File: config.mk
export PLATFORM = sky130hd
export DESIGN_NAME = raster_tile_cache_lru_core
export DESIGN_NICKNAME = d
export VERILOG_FILES = /design/src/hw/rtl/rtc_pkg.sv /design/src/hw/rtl/rtc_ram.sv /design/src/hw/rtl/rtc_div.sv /design/src/hw/rtl/raster_tile_cache_lru_core.sv
export VERILOG_INCLUDE_DIRS = /design/src /design/src/hw/rtl
export SDC_FILE = /design/constraint.sdc
export NUM_CORES = 2
export LEC_CHECK = 0
export ABC_AREA = 1
export BUFFER_PORTS_ARGS = -buffer_cell sky130_fd_sc_hd__clkbuf_2
export CORE_MARGIN = 4
export CORE_UTILIZATION = 63
export DETAILED_ROUTE_END_ITERATION = 16
export GPL_ROUTABILITY_DRIVEN = 0
export PLACE_DENSITY_LB_ADDON = 0.05
export SYNTH_ARGS = -nofsm -noshare
export SYNTH_HDL_FRONTEND = slang
export SYNTH_SLANG_ARGS = --single-unit
File: constraint.sdc
create_clock -name clk_i -period 9 [get_ports clk_i]
set_clock_uncertainty 0.1 [all_clocks]
set_input_delay 1.8 -clock clk_i [delete_from_list [all_inputs] [get_ports clk_i]]
set_output_delay 1.8 -clock clk_i [all_outputs]
set_load 0.05 [all_outputs]
File: src/hw/rtl/raster_tile_cache_lru_core_defines.svh
// Assertion macros shared by the raster tile cache RTL.
`ifndef RASTER_TILE_CACHE_LRU_CORE_DEFINES_SVH
`define RASTER_TILE_CACHE_LRU_CORE_DEFINES_SVH

`ifndef NO_ASSERTIONS

`define RTC_ASSERT(lbl, clk, rst_n, prop, msg) \
  lbl: assert property (@(posedge clk) disable iff (!rst_n) prop) else $error(msg);

`define RTC_ASSERT_NR(lbl, clk, prop, msg) \
  lbl: assert property (@(posedge clk) prop) else $error(msg);

`else

`define RTC_ASSERT(lbl, clk, rst_n, prop, msg)

`define RTC_ASSERT_NR(lbl, clk, prop, msg)

`endif

`endif

File: src/hw/rtl/rtc_pkg.sv
// Types and constants of the raster tile cache.
package rtc_pkg;

  localparam int RTC_MAX_TILES = 16;

  localparam int PIX_W   = 16;
  localparam int TSIZE_W = 13;
  localparam int TNUM_W  = 32;
  localparam int STAMP_W = 48;
  localparam int OFS_W   = 24;
  localparam int SLOT_W  = 4;
  localparam int LIM_W   = 5;
  localparam int CFG_IDX_W  = 3;
  localparam int CFG_DATA_W = 16;
  localparam int DIV_STEPS  = PIX_W;
  localparam int DIV_CNT_W  = $clog2(DIV_STEPS);

  typedef enum logic [CFG_IDX_W-1:0] {
    CFG_RASTER_WIDTH   = 3'd0,
    CFG_RASTER_HEIGHT  = 3'd1,
    CFG_TILE_WIDTH     = 3'd2,
    CFG_TILE_HEIGHT    = 3'd3,
    CFG_TILES_ACROSS   = 3'd4,
    CFG_RESIDENT_LIMIT = 3'd5
  } rtc_cfg_idx_e;

  typedef enum logic [3:0] {
    ST_IDLE,
    ST_DIVX,
    ST_DIVY,
    ST_CLIP,
    ST_MUL_NUM,
    ST_MUL_OFS,
    ST_SUM,
    ST_SCAN,
    ST_DECIDE,
    ST_WRITE,
    ST_DONE
  } rtc_state_e;

  typedef struct packed {
    logic [PIX_W-1:0]   quot;
    logic [TSIZE_W-1:0] rem;
  } rtc_div_res_t;

endpackage

File: src/hw/rtl/rtc_ram.sv
// Generic single write port, single read port RAM with registered read.
module rtc_ram #(
  parameter int WIDTH = 32,
  parameter int DEPTH = 16,
  parameter int AW    = (DEPTH > 1) ? $clog2(DEPTH) : 1
) (
  input  logic             clk_i,
  input  logic             we_i,
  input  logic [AW-1:0]    waddr_i,
  input  logic [WIDTH-1:0] wdata_i,
  input  logic [AW-1:0]    raddr_i,
  output logic [WIDTH-1:0] rdata_o
);

  logic [WIDTH-1:0] mem [DEPTH];
  logic [WIDTH-1:0] rdata_q;

  always_ff @(posedge clk_i) begin
    if (we_i) begin
      mem[waddr_i] <= wdata_i;
    end
    rdata_q <= mem[raddr_i];
  end

  assign rdata_o = rdata_q;

endmodule

File: src/hw/rtl/rtc_div.sv
// Iterative restoring divider, one quotient bit per cycle.
module rtc_div
  import rtc_pkg::*;
(
  input  logic               clk_i,
  input  logic               rst_ni,
  input  logic               start_i,
  input  logic [PIX_W-1:0]   dividend_i,
  input  logic [TSIZE_W-1:0] divisor_i,
  output logic               done_o,
  output rtc_div_res_t       res_o
);

  logic                 busy_q;
  logic                 done_q;
  logic [DIV_CNT_W-1:0] cnt_q;
  logic [PIX_W-1:0]     dq_q;
  logic [TSIZE_W-1:0]   rem_q;
  logic [TSIZE_W-1:0]   dvs_q;
  logic [TSIZE_W:0]     shifted;
  logic                 ge;
  logic [TSIZE_W:0]     diff;

  assign shifted = {rem_q, dq_q[PIX_W-1]};
  assign ge      = shifted >= {1'b0, dvs_q};
  assign diff    = shifted - {1'b0, dvs_q};

  always_ff @(posedge clk_i or negedge rst_ni) begin
    if (!rst_ni) begin
      busy_q <= 1'b0;
      done_q <= 1'b0;
      cnt_q  <= '0;
    end else begin
      done_q <= busy_q && (cnt_q == DIV_CNT_W'(DIV_STEPS - 1));
      if (start_i) begin
        busy_q <= 1'b1;
        cnt_q  <= '0;
      end else if (busy_q) begin
        cnt_q <= cnt_q + 1'b1;
        if (cnt_q == DIV_CNT_W'(DIV_STEPS - 1)) begin
          busy_q <= 1'b0;
        end
      end
    end
  end

  always_ff @(posedge clk_i) begin
    if (start_i) begin
      dq_q  <= dividend_i;
      rem_q <= '0;
      dvs_q <= divisor_i;
    end else if (busy_q) begin
      dq_q  <= {dq_q[PIX_W-2:0], ge};
      rem_q <= ge ? diff[TSIZE_W-1:0] : shifted[TSIZE_W-1:0];
    end
  end

  assign done_o   = done_q;
  assign res_o.quot = dq_q;
  assign res_o.rem  = rem_q;

endmodule

File: src/hw/rtl/raster_tile_cache_lru_core.sv
// Top level of the raster tile cache: sequencer, resident-tile table and LRU scan.
//
// Usage: write the raster and tile geometry over the cfg channel (index plus data,
// always ready) while no word is in flight. Each input word on in_valid_i/in_ready_o
// carries one pixel coordinate; one result word leaves on out_valid_o/out_ready_i.
// A word is worked on alone: in_ready_o is high only while the sequencer is idle.
// From acceptance to out_valid_o the word goes through two passes of the shared
// bit-serial divider (tile column and row), a clip step, two steps on the shared
// 16x16 multiplier, a sum step, a pass over the table reading one entry a cycle
// from the tag and stamp memories, then a decision, a write-back and a hand-off.
// A pixel outside the raster goes from the idle state through the done state to the
// output register, skipping the divider and the table, and leaves the table untouched.
// Reset clears the occupancy bits, the use clock and the output valid flag; the
// geometry registers take their defaults. Tag and stamp memories need no clearing.
// When the receiver stalls, the result holds in the output register; the block
// still accepts the next word and works on it, then waits to hand its result over.
`include "raster_tile_cache_lru_core_defines.svh"

module raster_tile_cache_lru_core
  import rtc_pkg::*;
#(
  parameter int MAX_TILES = RTC_MAX_TILES
) (
  input  logic                  clk_i,
  input  logic                  rst_ni,
  input  logic                  cfg_valid_i,
  output logic                  cfg_ready_o,
  input  logic [CFG_IDX_W-1:0]  cfg_index_i,
  input  logic [CFG_DATA_W-1:0] cfg_data_i,
  input  logic                  in_valid_i,
  output logic                  in_ready_o,
  input  logic [PIX_W-1:0]      pixel_x_i,
  input  logic [PIX_W-1:0]      pixel_y_i,
  output logic                  out_valid_o,
  input  logic                  out_ready_i,
  output logic                  out_of_range_o,
  output logic                  hit_o,
  output logic [SLOT_W-1:0]     slot_o,
  output logic [TNUM_W-1:0]     tile_number_o,
  output logic                  evicted_o,
  output logic [TNUM_W-1:0]     evicted_tile_o,
  output logic [PIX_W-1:0]      tile_origin_x_o,
  output logic [PIX_W-1:0]      tile_origin_y_o,
  output logic [TSIZE_W-1:0]    tile_cols_o,
  output logic [TSIZE_W-1:0]    tile_rows_o,
  output logic [OFS_W-1:0]      pixel_offset_o
);

  localparam int IDX_W = (MAX_TILES > 1) ? $clog2(MAX_TILES) : 1;
  localparam int CNT_W = $clog2(MAX_TILES + 1);
  localparam int LW    = (CNT_W > LIM_W) ? CNT_W : LIM_W;

  // configuration
  logic [PIX_W-1:0]   rw_q, rh_q, ta_q;
  logic [TSIZE_W-1:0] tw_q, th_q;
  logic [LIM_W-1:0]   rl_q;

  always_ff @(posedge clk_i or negedge rst_ni) begin
    if (!rst_ni) begin
      rw_q <= PIX_W'(65535);
      rh_q <= PIX_W'(65535);
      tw_q <= TSIZE_W'(256);
      th_q <= TSIZE_W'(256);
      ta_q <= PIX_W'(256);
      rl_q <= LIM_W'(16);
    end else if (cfg_valid_i) begin
      unique case (cfg_index_i)
        CFG_RASTER_WIDTH:   rw_q <= cfg_data_i;
        CFG_RASTER_HEIGHT:  rh_q <= cfg_data_i;
        CFG_TILE_WIDTH:     tw_q <= cfg_data_i[TSIZE_W-1:0];
        CFG_TILE_HEIGHT:    th_q <= cfg_data_i[TSIZE_W-1:0];
        CFG_TILES_ACROSS:   ta_q <= cfg_data_i;
        CFG_RESIDENT_LIMIT: rl_q <= cfg_data_i[LIM_W-1:0];
        default: ;
      endcase
    end
  end

  assign cfg_ready_o = 1'b1;

  logic [TSIZE_W-1:0] twe, the;
  logic [LW-1:0]      lim_raw, lim;

  assign twe     = (tw_q == '0) ? TSIZE_W'(1) : tw_q;
  assign the     = (th_q == '0) ? TSIZE_W'(1) : th_q;
  assign lim_raw = LW'(rl_q);

  always_comb begin
    lim = lim_raw;
    if (lim_raw == '0) begin
      lim = LW'(1);
    end else if (lim_raw > LW'(MAX_TILES)) begin
      lim = LW'(MAX_TILES);
    end
  end

  logic [PIX_W-1:0]    px_q, py_q, tx_q, ty_q;
  logic [TSIZE_W-1:0]  rx_q, ry_q;
  logic [PIX_W-1:0]    ox_q, oy_q;
  logic [TSIZE_W-1:0]  cols_q, rows_q;
  logic                oor_q;
  logic [TNUM_W-1:0]   tnum_q;
  logic [OFS_W-1:0]    ofs_q;
  logic [2*PIX_W-1:0]  prod_q;
  logic [PIX_W-1:0]    mul_a, mul_b;
  logic [PIX_W-1:0]    ox_w, oy_w, xspan, yspan;

  // sequencer
  rtc_state_e state_q, state_d;
  logic       in_acc, oor_in, load_out;
  logic       div_start, div_done;
  logic [PIX_W-1:0]   div_dividend;
  logic [TSIZE_W-1:0] div_divisor;
  rtc_div_res_t       div_res;

  logic [CNT_W-1:0] cnt_q;
  logic             pend_q;
  logic [IDX_W-1:0] pidx_q;
  logic             scan_end;
  logic             out_valid_q;

  assign in_ready_o = (state_q == ST_IDLE);
  assign in_acc     = in_valid_i && in_ready_o;
  assign oor_in     = (pixel_x_i >= rw_q) || (pixel_y_i >= rh_q);
  assign scan_end   = (cnt_q == CNT_W'(MAX_TILES));
  assign load_out   = (state_q == ST_DONE) && (!out_valid_q || out_ready_i);

  always_comb begin
    state_d      = state_q;
    div_start    = 1'b0;
    div_dividend = pixel_x_i;
    div_divisor  = twe;
    unique case (state_q)
      ST_IDLE: begin
        if (in_acc) begin
          if (oor_in) begin
            state_d = ST_DONE;
          end else begin
            div_start = 1'b1;
            state_d   = ST_DIVX;
          end
        end
      end
      ST_DIVX: begin
        div_dividend = py_q;
        div_divisor  = the;
        if (div_done) begin
          div_start = 1'b1;
          state_d   = ST_DIVY;
        end
      end
      ST_DIVY: begin
        if (div_done) begin
          state_d = ST_CLIP;
        end
      end
      ST_CLIP:    state_d = ST_MUL_NUM;
      ST_MUL_NUM: state_d = ST_MUL_OFS;
      ST_MUL_OFS: state_d = ST_SUM;
      ST_SUM:     state_d = ST_SCAN;
      ST_SCAN: begin
        if (scan_end) begin
          state_d = ST_DECIDE;
        end
      end
      ST_DECIDE:  state_d = ST_WRITE;
      ST_WRITE:   state_d = ST_DONE;
      ST_DONE: begin
        if (load_out) begin
          state_d = ST_IDLE;
        end
      end
      default:    state_d = ST_IDLE;
    endcase
  end

  always_ff @(posedge clk_i or negedge rst_ni) begin
    if (!rst_ni) begin
      state_q <= ST_IDLE;
    end else begin
      state_q <= state_d;
    end
  end

  rtc_div u_div (
    .clk_i      (clk_i),
    .rst_ni     (rst_ni),
    .start_i    (div_start),
    .dividend_i (div_dividend),
    .divisor_i  (div_divisor),
    .done_o     (div_done),
    .res_o      (div_res)
  );

  // geometry datapath
  assign ox_w  = px_q - PIX_W'(rx_q);
  assign oy_w  = py_q - PIX_W'(ry_q);
  assign xspan = rw_q - ox_w;
  assign yspan = rh_q - oy_w;
  assign mul_a = (state_q == ST_MUL_NUM) ? ty_q : PIX_W'(ry_q);
  assign mul_b = (state_q == ST_MUL_NUM) ? ta_q : PIX_W'(cols_q);

  always_ff @(posedge clk_i) begin
    if (in_acc) begin
      px_q  <= pixel_x_i;
      py_q  <= pixel_y_i;
      oor_q <= oor_in;
    end
    if ((state_q == ST_DIVX) && div_done) begin
      tx_q <= div_res.quot;
      rx_q <= div_res.rem;
    end
    if ((state_q == ST_DIVY) && div_done) begin
      ty_q <= div_res.quot;
      ry_q <= div_res.rem;
    end
    if (state_q == ST_CLIP) begin
      ox_q   <= ox_w;
      oy_q   <= oy_w;
      cols_q <= (xspan < PIX_W'(twe)) ? xspan[TSIZE_W-1:0] : twe;
      rows_q <= (yspan < PIX_W'(the)) ? yspan[TSIZE_W-1:0] : the;
    end
    if ((state_q == ST_MUL_NUM) || (state_q == ST_MUL_OFS)) begin
      prod_q <= mul_a * mul_b;
    end
    if (state_q == ST_MUL_OFS) begin
      tnum_q <= TNUM_W'(tx_q) + prod_q;
    end
    if (state_q == ST_SUM) begin
      ofs_q <= OFS_W'(rx_q) + prod_q[OFS_W-1:0];
    end
  end

  // resident-tile table
  logic [MAX_TILES-1:0] valid_q;
  logic [STAMP_W-1:0]   use_clock_q, stamp_new;
  logic [TNUM_W-1:0]    tag_rd;
  logic [STAMP_W-1:0]   stamp_rd;
  logic [IDX_W-1:0]     raddr;
  logic                 wr_en;

  assign raddr     = cnt_q[IDX_W-1:0];
  assign wr_en     = (state_q == ST_WRITE);
  assign stamp_new = use_clock_q + STAMP_W'(1);

  logic             hit_q, ev_q, free_found_q, vic_found_q;
  logic [IDX_W-1:0] hslot_q, free_slot_q, vic_slot_q, slot_q;
  logic [CNT_W-1:0] count_q;
  logic [STAMP_W-1:0] vic_stamp_q;
  logic [TNUM_W-1:0]  vic_tag_q, evtag_q;

  rtc_ram #(
    .WIDTH (TNUM_W),
    .DEPTH (MAX_TILES),
    .AW    (IDX_W)
  ) u_tag_ram (
    .clk_i   (clk_i),
    .we_i    (wr_en && !hit_q),
    .waddr_i (slot_q),
    .wdata_i (tnum_q),
    .raddr_i (raddr),
    .rdata_o (tag_rd)
  );

  rtc_ram #(
    .WIDTH (STAMP_W),
    .DEPTH (MAX_TILES),
    .AW    (IDX_W)
  ) u_stamp_ram (
    .clk_i   (clk_i),
    .we_i    (wr_en),
    .waddr_i (slot_q),
    .wdata_i (stamp_new),
    .raddr_i (raddr),
    .rdata_o (stamp_rd)
  );

  logic ent_valid, vic_take;

  assign ent_valid = pend_q && valid_q[pidx_q];
  assign vic_take  = !vic_found_q || (stamp_rd < vic_stamp_q)
                     || ((stamp_rd == vic_stamp_q) && (tag_rd < vic_tag_q));

  always_ff @(posedge clk_i or negedge rst_ni) begin
    if (!rst_ni) begin
      valid_q     <= '0;
      use_clock_q <= '0;
      cnt_q       <= '0;
      pend_q      <= 1'b0;
    end else begin
      if (state_q == ST_SUM) begin
        cnt_q  <= '0;
        pend_q <= 1'b0;
      end else if (state_q == ST_SCAN) begin
        if (scan_end) begin
          pend_q <= 1'b0;
        end else begin
          pend_q <= 1'b1;
          cnt_q  <= cnt_q + 1'b1;
        end
      end
      if (wr_en) begin
        valid_q[slot_q] <= 1'b1;
        use_clock_q     <= stamp_new;
      end
    end
  end

  always_ff @(posedge clk_i) begin
    if (state_q == ST_SUM) begin
      hit_q        <= 1'b0;
      free_found_q <= 1'b0;
      vic_found_q  <= 1'b0;
      count_q      <= '0;
    end else if (state_q == ST_SCAN) begin
      pidx_q <= raddr;
      if (ent_valid) begin
        count_q <= count_q + 1'b1;
        if (!hit_q && (tag_rd == tnum_q)) begin
          hit_q   <= 1'b1;
          hslot_q <= pidx_q;
        end
        if (vic_take) begin
          vic_found_q <= 1'b1;
          vic_slot_q  <= pidx_q;
          vic_stamp_q <= stamp_rd;
          vic_tag_q   <= tag_rd;
        end
      end else if (pend_q && !free_found_q) begin
        free_found_q <= 1'b1;
        free_slot_q  <= pidx_q;
      end
    end
    if (state_q == ST_DECIDE) begin
      ev_q    <= 1'b0;
      evtag_q <= '0;
      if (hit_q) begin
        slot_q <= hslot_q;
      end else if (LW'(count_q) >= lim) begin
        slot_q  <= vic_slot_q;
        ev_q    <= 1'b1;
        evtag_q <= vic_tag_q;
      end else begin
        slot_q <= free_slot_q;
      end
    end
  end

  // output register
  always_ff @(posedge clk_i or negedge rst_ni) begin
    if (!rst_ni) begin
      out_valid_q <= 1'b0;
    end else if (load_out) begin
      out_valid_q <= 1'b1;
    end else if (out_ready_i) begin
      out_valid_q <= 1'b0;
    end
  end

  always_ff @(posedge clk_i) begin
    if (load_out) begin
      out_of_range_o  <= oor_q;
      hit_o           <= !oor_q && hit_q;
      slot_o          <= oor_q ? '0 : SLOT_W'(slot_q);
      tile_number_o   <= oor_q ? '0 : tnum_q;
      evicted_o       <= !oor_q && !hit_q && ev_q;
      evicted_tile_o  <= (oor_q || hit_q) ? '0 : evtag_q;
      tile_origin_x_o <= oor_q ? '0 : ox_q;
      tile_origin_y_o <= oor_q ? '0 : oy_q;
      tile_cols_o     <= oor_q ? '0 : cols_q;
      tile_rows_o     <= oor_q ? '0 : rows_q;
      pixel_offset_o  <= oor_q ? '0 : ofs_q;
    end
  end

  assign out_valid_o = out_valid_q;

  `RTC_ASSERT(a_hit_no_evict, clk_i, rst_ni, out_valid_o |-> !(hit_o && evicted_o), "hit with eviction")
  `RTC_ASSERT(a_oor_quiet, clk_i, rst_ni, (out_valid_o && out_of_range_o) |-> (!hit_o && !evicted_o), "out of range result carries table fields")
  `RTC_ASSERT(a_div_done_state, clk_i, rst_ni, div_done |-> ((state_q == ST_DIVX) || (state_q == ST_DIVY)), "divider done outside divide states")
  `RTC_ASSERT(a_write_sets_valid, clk_i, rst_ni, wr_en |=> valid_q[$past(slot_q)], "written slot not marked valid")
  `RTC_ASSERT(a_clock_stable, clk_i, rst_ni, !wr_en |=> $stable(use_clock_q), "use clock moved without a write")

endmodule
# Word-level counts from Yosys, hierarchy flattened
# Memories as Yosys holds them, arrays and structs flattened. A register that Yosys moved wholly into a read port is not among the register bits.
# Cells that the tools add are included.
[totals] register_bits=733 latch_bits=0 ramBits=1280 rom_bits=0 out_inout_bits=156 mem_count=2
[classes] addsub=11 mul=1 div=0 order_cmp=12 eq_ne=25 shifts=0 muxes=48 bitwise=4 n_reduce_logical=50
[memory_table] memory="u_stamp_ram.mem" words=16 width=48 read_ports=1 rd_clocked_by_memory_dff=1 wr=1 line="rtc_ram.sv:15" rtl="logic [WIDTH-1:0] mem [DEPTH];"
[memory_table] memory="u_tag_ram.mem" words=16 width=32 read_ports=1 rd_clocked_by_memory_dff=1 wr=1 line="rtc_ram.sv:15"
[ops] operator="16-bit two-way mux" count=5
[ops] operator="13-bit two-way mux" count=6
[ops] operator="48-bit by 1-bit adder with 48-bit output, second input constant" count=1
[ops] operator="48-bit == test" count=1
[ops] operator="48-bit less-than comparator" count=1
[ops] operator="4-bit one-hot mux with 11 select lines" count=1
[ops] operator="4-bit two-way mux" count=10
[ops] operator="16-bit by 32-bit adder with 32-bit output" count=1
[ops] operator="32-bit == test" count=1
[ops] operator="16-bit >= comparator" count=2
[ops] operator="16-bit by 13-bit less-than comparator with 1-bit output" count=2
[ops] operator="32-bit less-than comparator" count=1
[ops] operator="16-bit by 16-bit multiplier with 32-bit output" count=1
[ops] operator="16-bit by 13-bit subtractor with 16-bit output" count=2
[ops] operator="16-bit subtractor" count=2
[ops] operator="13-bit logical NOT" count=2
[ops] operator="5-bit two-way mux" count=5
[ops] operator="13-bit by 24-bit adder with 24-bit output" count=1
[ops] operator="1-bit two-way mux" count=18
[ops] operator="2-bit AND reduction" count=9
[ops] operator="4-bit by 3-bit == test with 1-bit output, second input constant" count=4
[ops] operator="4-bit == test, second input constant" count=4
[ops] operator="16-bit bitwise OR" count=1
[ops] operator="14-bit by 13-bit >= comparator with 1-bit output" count=1
[ops] operator="30 further kinds" count=69

# Longest topological paths before layout
[depth] ltp_word=6 ltp_mapped=36

# Cells and area by module
# A second synthesis with hierarchy kept.
[unflattened] cells_unflattened=10155 hier_area_um2=102437.0
[modules_own_cells] mod="raster_tile_cache_lru_core" n_inst=1 cells_each=4495 area_per_inst_um2=42807.3 seq_area_each_um2=19764.0
[modules_own_cells] mod="rtc_ram at u_stamp_ram" n_inst=1 cells_each=3165 area_per_inst_um2=33988.8 seq_area_each_um2=24023.0
[modules_own_cells] mod="rtc_ram at u_tag_ram" n_inst=1 cells_each=2120 area_per_inst_um2=22730.6 seq_area_each_um2=16015.4
[modules_own_cells] mod="rtc_div" n_inst=1 cells_each=375 area_per_inst_um2=2910.3 seq_area_each_um2=1281.2

# Worst setup path before layout
# Ideal clock, no wire load.
[synth_timing] path_kind="input port to flip-flop" startpoint="in out_ready_i" endpoint="reg evicted_o, enable pin" setup_time_ps=670 t_arrival_ps=8179 required_ps=8230 slack_ps=51 path_stages=2 path_buffers=0 cell_sequence="nor2_1 nor2_1"
[synth_via] elab_chain_cells=2
[synth_rtl] element="from (decl)" line="raster_tile_cache_lru_core.sv:35" rtl="input logic out_ready_i,"
[synth_rtl] element="1-bit logical OR" line="raster_tile_cache_lru_core.sv:126" rtl="assign load_out = (state_q == ST_DONE) && (!out_valid_q || out_ready_i);"
[synth_rtl] element="1-bit logical AND" line="raster_tile_cache_lru_core.sv:126"
[synth_rtl] element="net load_out" line="raster_tile_cache_lru_core.sv:110" rtl="logic in_acc, oor_in, load_out;"
[synth_rtl] element="to (signal assigned)" line="raster_tile_cache_lru_core.sv:366" rtl="evicted_o <= !oor_q && !hit_q && ev_q;"
[synth_rtl] element="to (decl)" line="raster_tile_cache_lru_core.sv:40" rtl="output logic evicted_o,"
# The timed path passes the listed nets, and every way through them passes these cells.
# A chain may end at the register's enable or synchronous reset.

# Final worst setup path
[layout_timing] startpoint="reg state_q[2]" endpoint="reg prod_q[23], data pin"
[layout_via] elab_chain_cells=3
[layout_rtl] element="from (decl)" line="raster_tile_cache_lru_core.sv:109" rtl="rtc_state_e state_q, state_d;"
[layout_rtl] element="from (signal assigned)" line="raster_tile_cache_lru_core.sv:181" rtl="state_q <= state_d;"
[layout_rtl] element="4-bit by 3-bit == test with 1-bit output *" line="raster_tile_cache_lru_core.sv:200, raster_tile_cache_lru_core.sv:201"
[layout_rtl] element="16-bit two-way mux (on tied branches)" line="raster_tile_cache_lru_core.sv:200, raster_tile_cache_lru_core.sv:201"
[layout_rtl] element="16-bit by 16-bit multiplier with 32-bit output *" line="raster_tile_cache_lru_core.sv:224" rtl="prod_q <= mul_a * mul_b;"
[layout_rtl] element="to (signal assigned)" line="raster_tile_cache_lru_core.sv:224"
[layout_rtl] element="to (decl)" line="raster_tile_cache_lru_core.sv:104" rtl="logic [2*PIX_W-1:0] prod_q;"
# Every way passes the cells marked *; elsewhere a longest branch is shown, timed or not.

==> results by group <==
Finish
  – Layout cell share with drive strength beyond 1: 0.0859
  – Final net count: between 9,000 and 10,000
  – Non-filler cells in the finished layout: 10,800
  – Antenna diodes: 0
  – P&R area growth vs syn: 10.3%
  – Fin area: 106,000 um2

Pwr
  – Total power: 37.2 mW
  – Power share of the combinational group: 0.435
  – Part of the power in the clock network: 0.223
  – Switching Power: 14.8 mW
  – Sw Ratio: 0.399
  – Peak supply drop: around 0.88 mV
  – Register share of total power: 0.342
  – Internal: 22.3 mW
  – LEAKAGE: between 40 and 50 nW
  – Pwr/cell area: 351 nW/um2

Die
  – Die H: 399 um
  – FP Rows: 143
  – Chip width: 399 um
  – Initial Util: 0.633
  – Overall die area: approximately 160,000 um2
  – Io pins: around 210
  – Core Area: roughly 150,000 um2

Setup path
  – WP data required: between 9 and 10 ns
  – Largest delay contributor family on the critical path: adder cells
  – CP Launch Type: flip-flop
  – WP buf/inv: 7
  – CP max FO: between 50 and 60
  – Worst path max stage delay: around 0.84 ns
  – Crit path DAT: 8.34 ns
  – Crit-path slowest cell: a21oi_1
  – WS Path Type: flip-flop to flip-flop
  – CP Capture Type: flip-flop

Yosys
  – Synth Instances: roughly 8,400
  – Synth Cell Area: a little under 100,000 um2
  – Cell variety after synth: 66
  – Synthesized net count: roughly 9,000
  – Seq cells post-synth: between 2,000 and 2,500
  – Async set-reset flop share out of synthesis: 0.0764
  – Ys Warns: 0
  – Synth Area per Inst: ~11 um2
  – EDFF count, synth: between 1,500 and 2,000
  – Top_reg_cell synth: edfxtp_1
  – Sequential share of the synthesized area: 0.636

Outcome
  – Status: finished clean

CTS
  – Hold Buf Count CTS: 0
  – CTS root buffer: clkbuf_16
  – Clock transition at path regs: around 0.07 ns
  – TritonCTS buffer count: 202
  – CTS-repair resized insts: 0
  – Setup Buffers After CTS: 0
  – Maximum buffer depth of the clock tree: 3
  – H-tree depth: 4
  – Clk sinks: 2,093
  – Clock latency on the worst-skew pair: roughly 0.85 ns
  – CTS tree: done

STA
  – Tightest Pin Transition: around 1.4 ns
  – Worst Slack Setup Final: 1.13 ns
  – Peak Freq: 0.127 GHz
  – RSZ-0062 raised after global routing: false
  – Tcrit/Tclk final: 0.875
  – Final setup viols: 0
  – Post-route minimum period: 7.87 ns
  – Setup TNS: 0 ns
  – Max Slew Vio Count: 0
  – Slew HR: 0.0405
  – Fin. Hold Viols: 0

Global route
  – Global-route wire length before repair: 385 mm
  – Grt met1 use: 0.444
  – Largest net degree at the start of global routing: between 200 and 250
  – Total gr overflow: 0
  – Met3 Usage GRT: 0.0496
  – Met2 Track Usage GR: 0.521
  – Initial antenna violation count: 5
  – GR Util All Layers: 0.323
  – Busiest grt layer: met2
  – Vias in the first global route: between 60,000 and 70,000

Routing
  – Final ANT Viol Nets: 0
  – Via density: ~6.0
  – Number of DRC markers in iteration 0: between 7,000 and 8,000
  – DRC violations left: 0
  – Detailed Routing Iterations Pass 1: 9
  – Detailed Route WL: between 200 and 300 mm
  – DR vias: 65,000
  – Drt wl/cell: 23.9 um

Placement
  – Final HPWL DP: 159 mm
  – PortBufs: 210
  – Placement Cell Area: between 90,000 and 100,000 um2
  – Setup WS pre-CTS: about 1.2 ns
  – Inst Count DP: 10,400

Job
  – Number of max-cap violations: 0

Min path
  – Hold Path Class: flip-flop to flip-flop
-- routing by layer --
metal | share of wire | vias to the layer above
met2 | 0.47 | 3239
met4 | 0.044 | 2
met3 | 0.089 | 625
met1 | 0.39 | 31800
li1 | - | 29300
met5 | 0.000051 | -
-- worst reg2reg max path, stage by stage (launching register included) --
cell and delay, ns:
dfrtp_1 0.40, inv_1 0.08, nor2_1 0.05, inv_2 0.17, nor2_4 0.10, inv_2 0.64, nor2_1 0.14, a21oi_1 0.84
nor2_1 0.16, fa_1 0.58, inv_1 0.05, fa_1 0.46, fa_1 0.51, inv_1 0.04, ha_1 0.28, fa_1 0.49
inv_1 0.05, fa_1 0.47, inv_1 0.04, ha_1 0.33, nand2_1 0.14, nor2_1 0.06, a211oi_1 0.49, o21ai_0 0.30
a21boi_0 0.32, o21ai_0 0.15, xor2_1 0.16
-- cells in the final DEF (no fill, tap or decap), types with 28 or more instances in the layout --
cell type,synthesis,layout
edfxtp_1,1832,1832
nor2_1,1192,1160
nand2_1,983,983
inv_1,952,948
o21ai_0,885,884
ha_1,347,347
nand3_1,259,259
a21oi_1,225,224
clkbuf_2,1,209
clkbuf_16,0,204
fa_1,201,201
o22ai_1,195,195
xor2_1,152,152
o221ai_1,132,132
dfrtp_1,124,121
dfxtp_1,101,101
buf_4,4,90
clkbuf_1,292,73
nor3_1,66,55
o211ai_1,54,54
xnor2_1,48,48
nor2_4,9,38
nand4_1,37,37
dfstp_2,36,36
clkinv_2,0,29
clkinv_1,5,28
-- cell type report --
type                       count  area [um2]
multi-input combinational   4979       30300
clock inverter                79         766
clock buffer                 304        5750
timing repair buffer         305        1830
inverter                     962        3630
tap                         2030        2540
sequential                  2093       61100
fill                       11000       45800
-- cell usage after synthesis (all sizes together) (3+ instances only) --
cell type | number | share of area
edfxtp | 1832 | 0.57
o21ai | 903 | 0.047
buf | 53 | 0.0027
nand3b | 4 | 0.00031
inv | 957 | 0.037
clkbuf | 293 | 0.011
nand4 | 37 | 0.0024
a31oi | 20 | 0.0013
o31ai | 3 | 0.00023
a21oi | 229 | 0.012
dfstp | 36 | 0.0098
o21bai | 15 | 0.0012
a21boi | 3 | 0.00023
a21o | 15 | 0.0012
o221ai | 132 | 0.012
o22ai | 195 | 0.013
nor3b | 5 | 0.00039
clkinv | 5 | 0.00020
nor4 | 17 | 0.0012
nor3 | 72 | 0.0042
xnor2 | 48 | 0.0044
nand3 | 265 | 0.014
or2 | 14 | 0.00091
dfxtp | 101 | 0.021
o21a | 23 | 0.0018
ha | 347 | 0.045
o211ai | 54 | 0.0042
nor2 | 1204 | 0.048
fa | 201 | 0.042
dfrtp | 124 | 0.032
a211oi | 7 | 0.00055
nand2 | 992 | 0.039
a31o | 3 | 0.00027
xor2 | 153 | 0.014
o2111ai | 4 | 0.00036
-- flip-flops by register name (all words and copies together), names as in the netlist, 24 cells and up --
name / cells
u_tag_ram.mem: 512
prod_q: 32
tile_number_o: 32
pixel_offset_o: 24
u_stamp_ram.rdata_o: 48
ofs_q: 24
tnum_q: 32
evtag_q: 32
vic_stamp_q: 48
evicted_tile_o: 32
vic_tag_q: 32
use_clock_q: 48
u_tag_ram.rdata_o: 32
u_stamp_ram.mem: 768
-- power by group through the flow --
stage                     Sequential (mW)  Combinational, mW  Clock, mW
after floorplan                      12.9               11.9          0
after global placement               12.9               15.8          0
after detailed placement             12.9               16.1          0
after CTS                            12.7               16.2       8.35
after global routing                 12.8               18.4       8.78
final                                12.7               16.2       8.28
-- cells by family after synthesis --
family	after synthesis	synth area share
AO/OA/AOI/OAI	1611	0.0959
XOR/XNOR	201	0.0184
adder cells (fa/ha/maj)	548	0.0871
buffers and inverters	1308	0.0517
flip-flops	2093	0.636
other	1	0.0000390
AND/OR/NAND/NOR	2618	0.111
-- metrics by stage --
| step | utilization | hold slack [ns] |
|---|---|---|
| finish | 0.698 | 0.313 |
| global route | 0.698 | 0.326 |
| CTS | 0.698 | 0.310 |
| detailed placement | 0.655 | 0.325 |
| global placement | 0.655 | 0.322 |
| floorplan | - | 0.308 |
-- final timing paths --
kind	end	slack (ns)	from	cells after the start
max reg2reg	prod_q[23]	1.13	state_q[2]	26
max	prod_q[23]	1.13	state_q[2]	26
min	vic_stamp_q[0]	0.31	u_stamp_ram.rdata_o[0]	0
max in group asynchronous	use_clock_q[5]	6.72	rst_ni	2
min in group asynchronous	lim_raw[3]	0.88	rst_ni	1
min reg2reg	vic_stamp_q[0]	0.31	u_stamp_ram.rdata_o[0]	0
No activity file was read; power rests on OpenSTA's default activity.
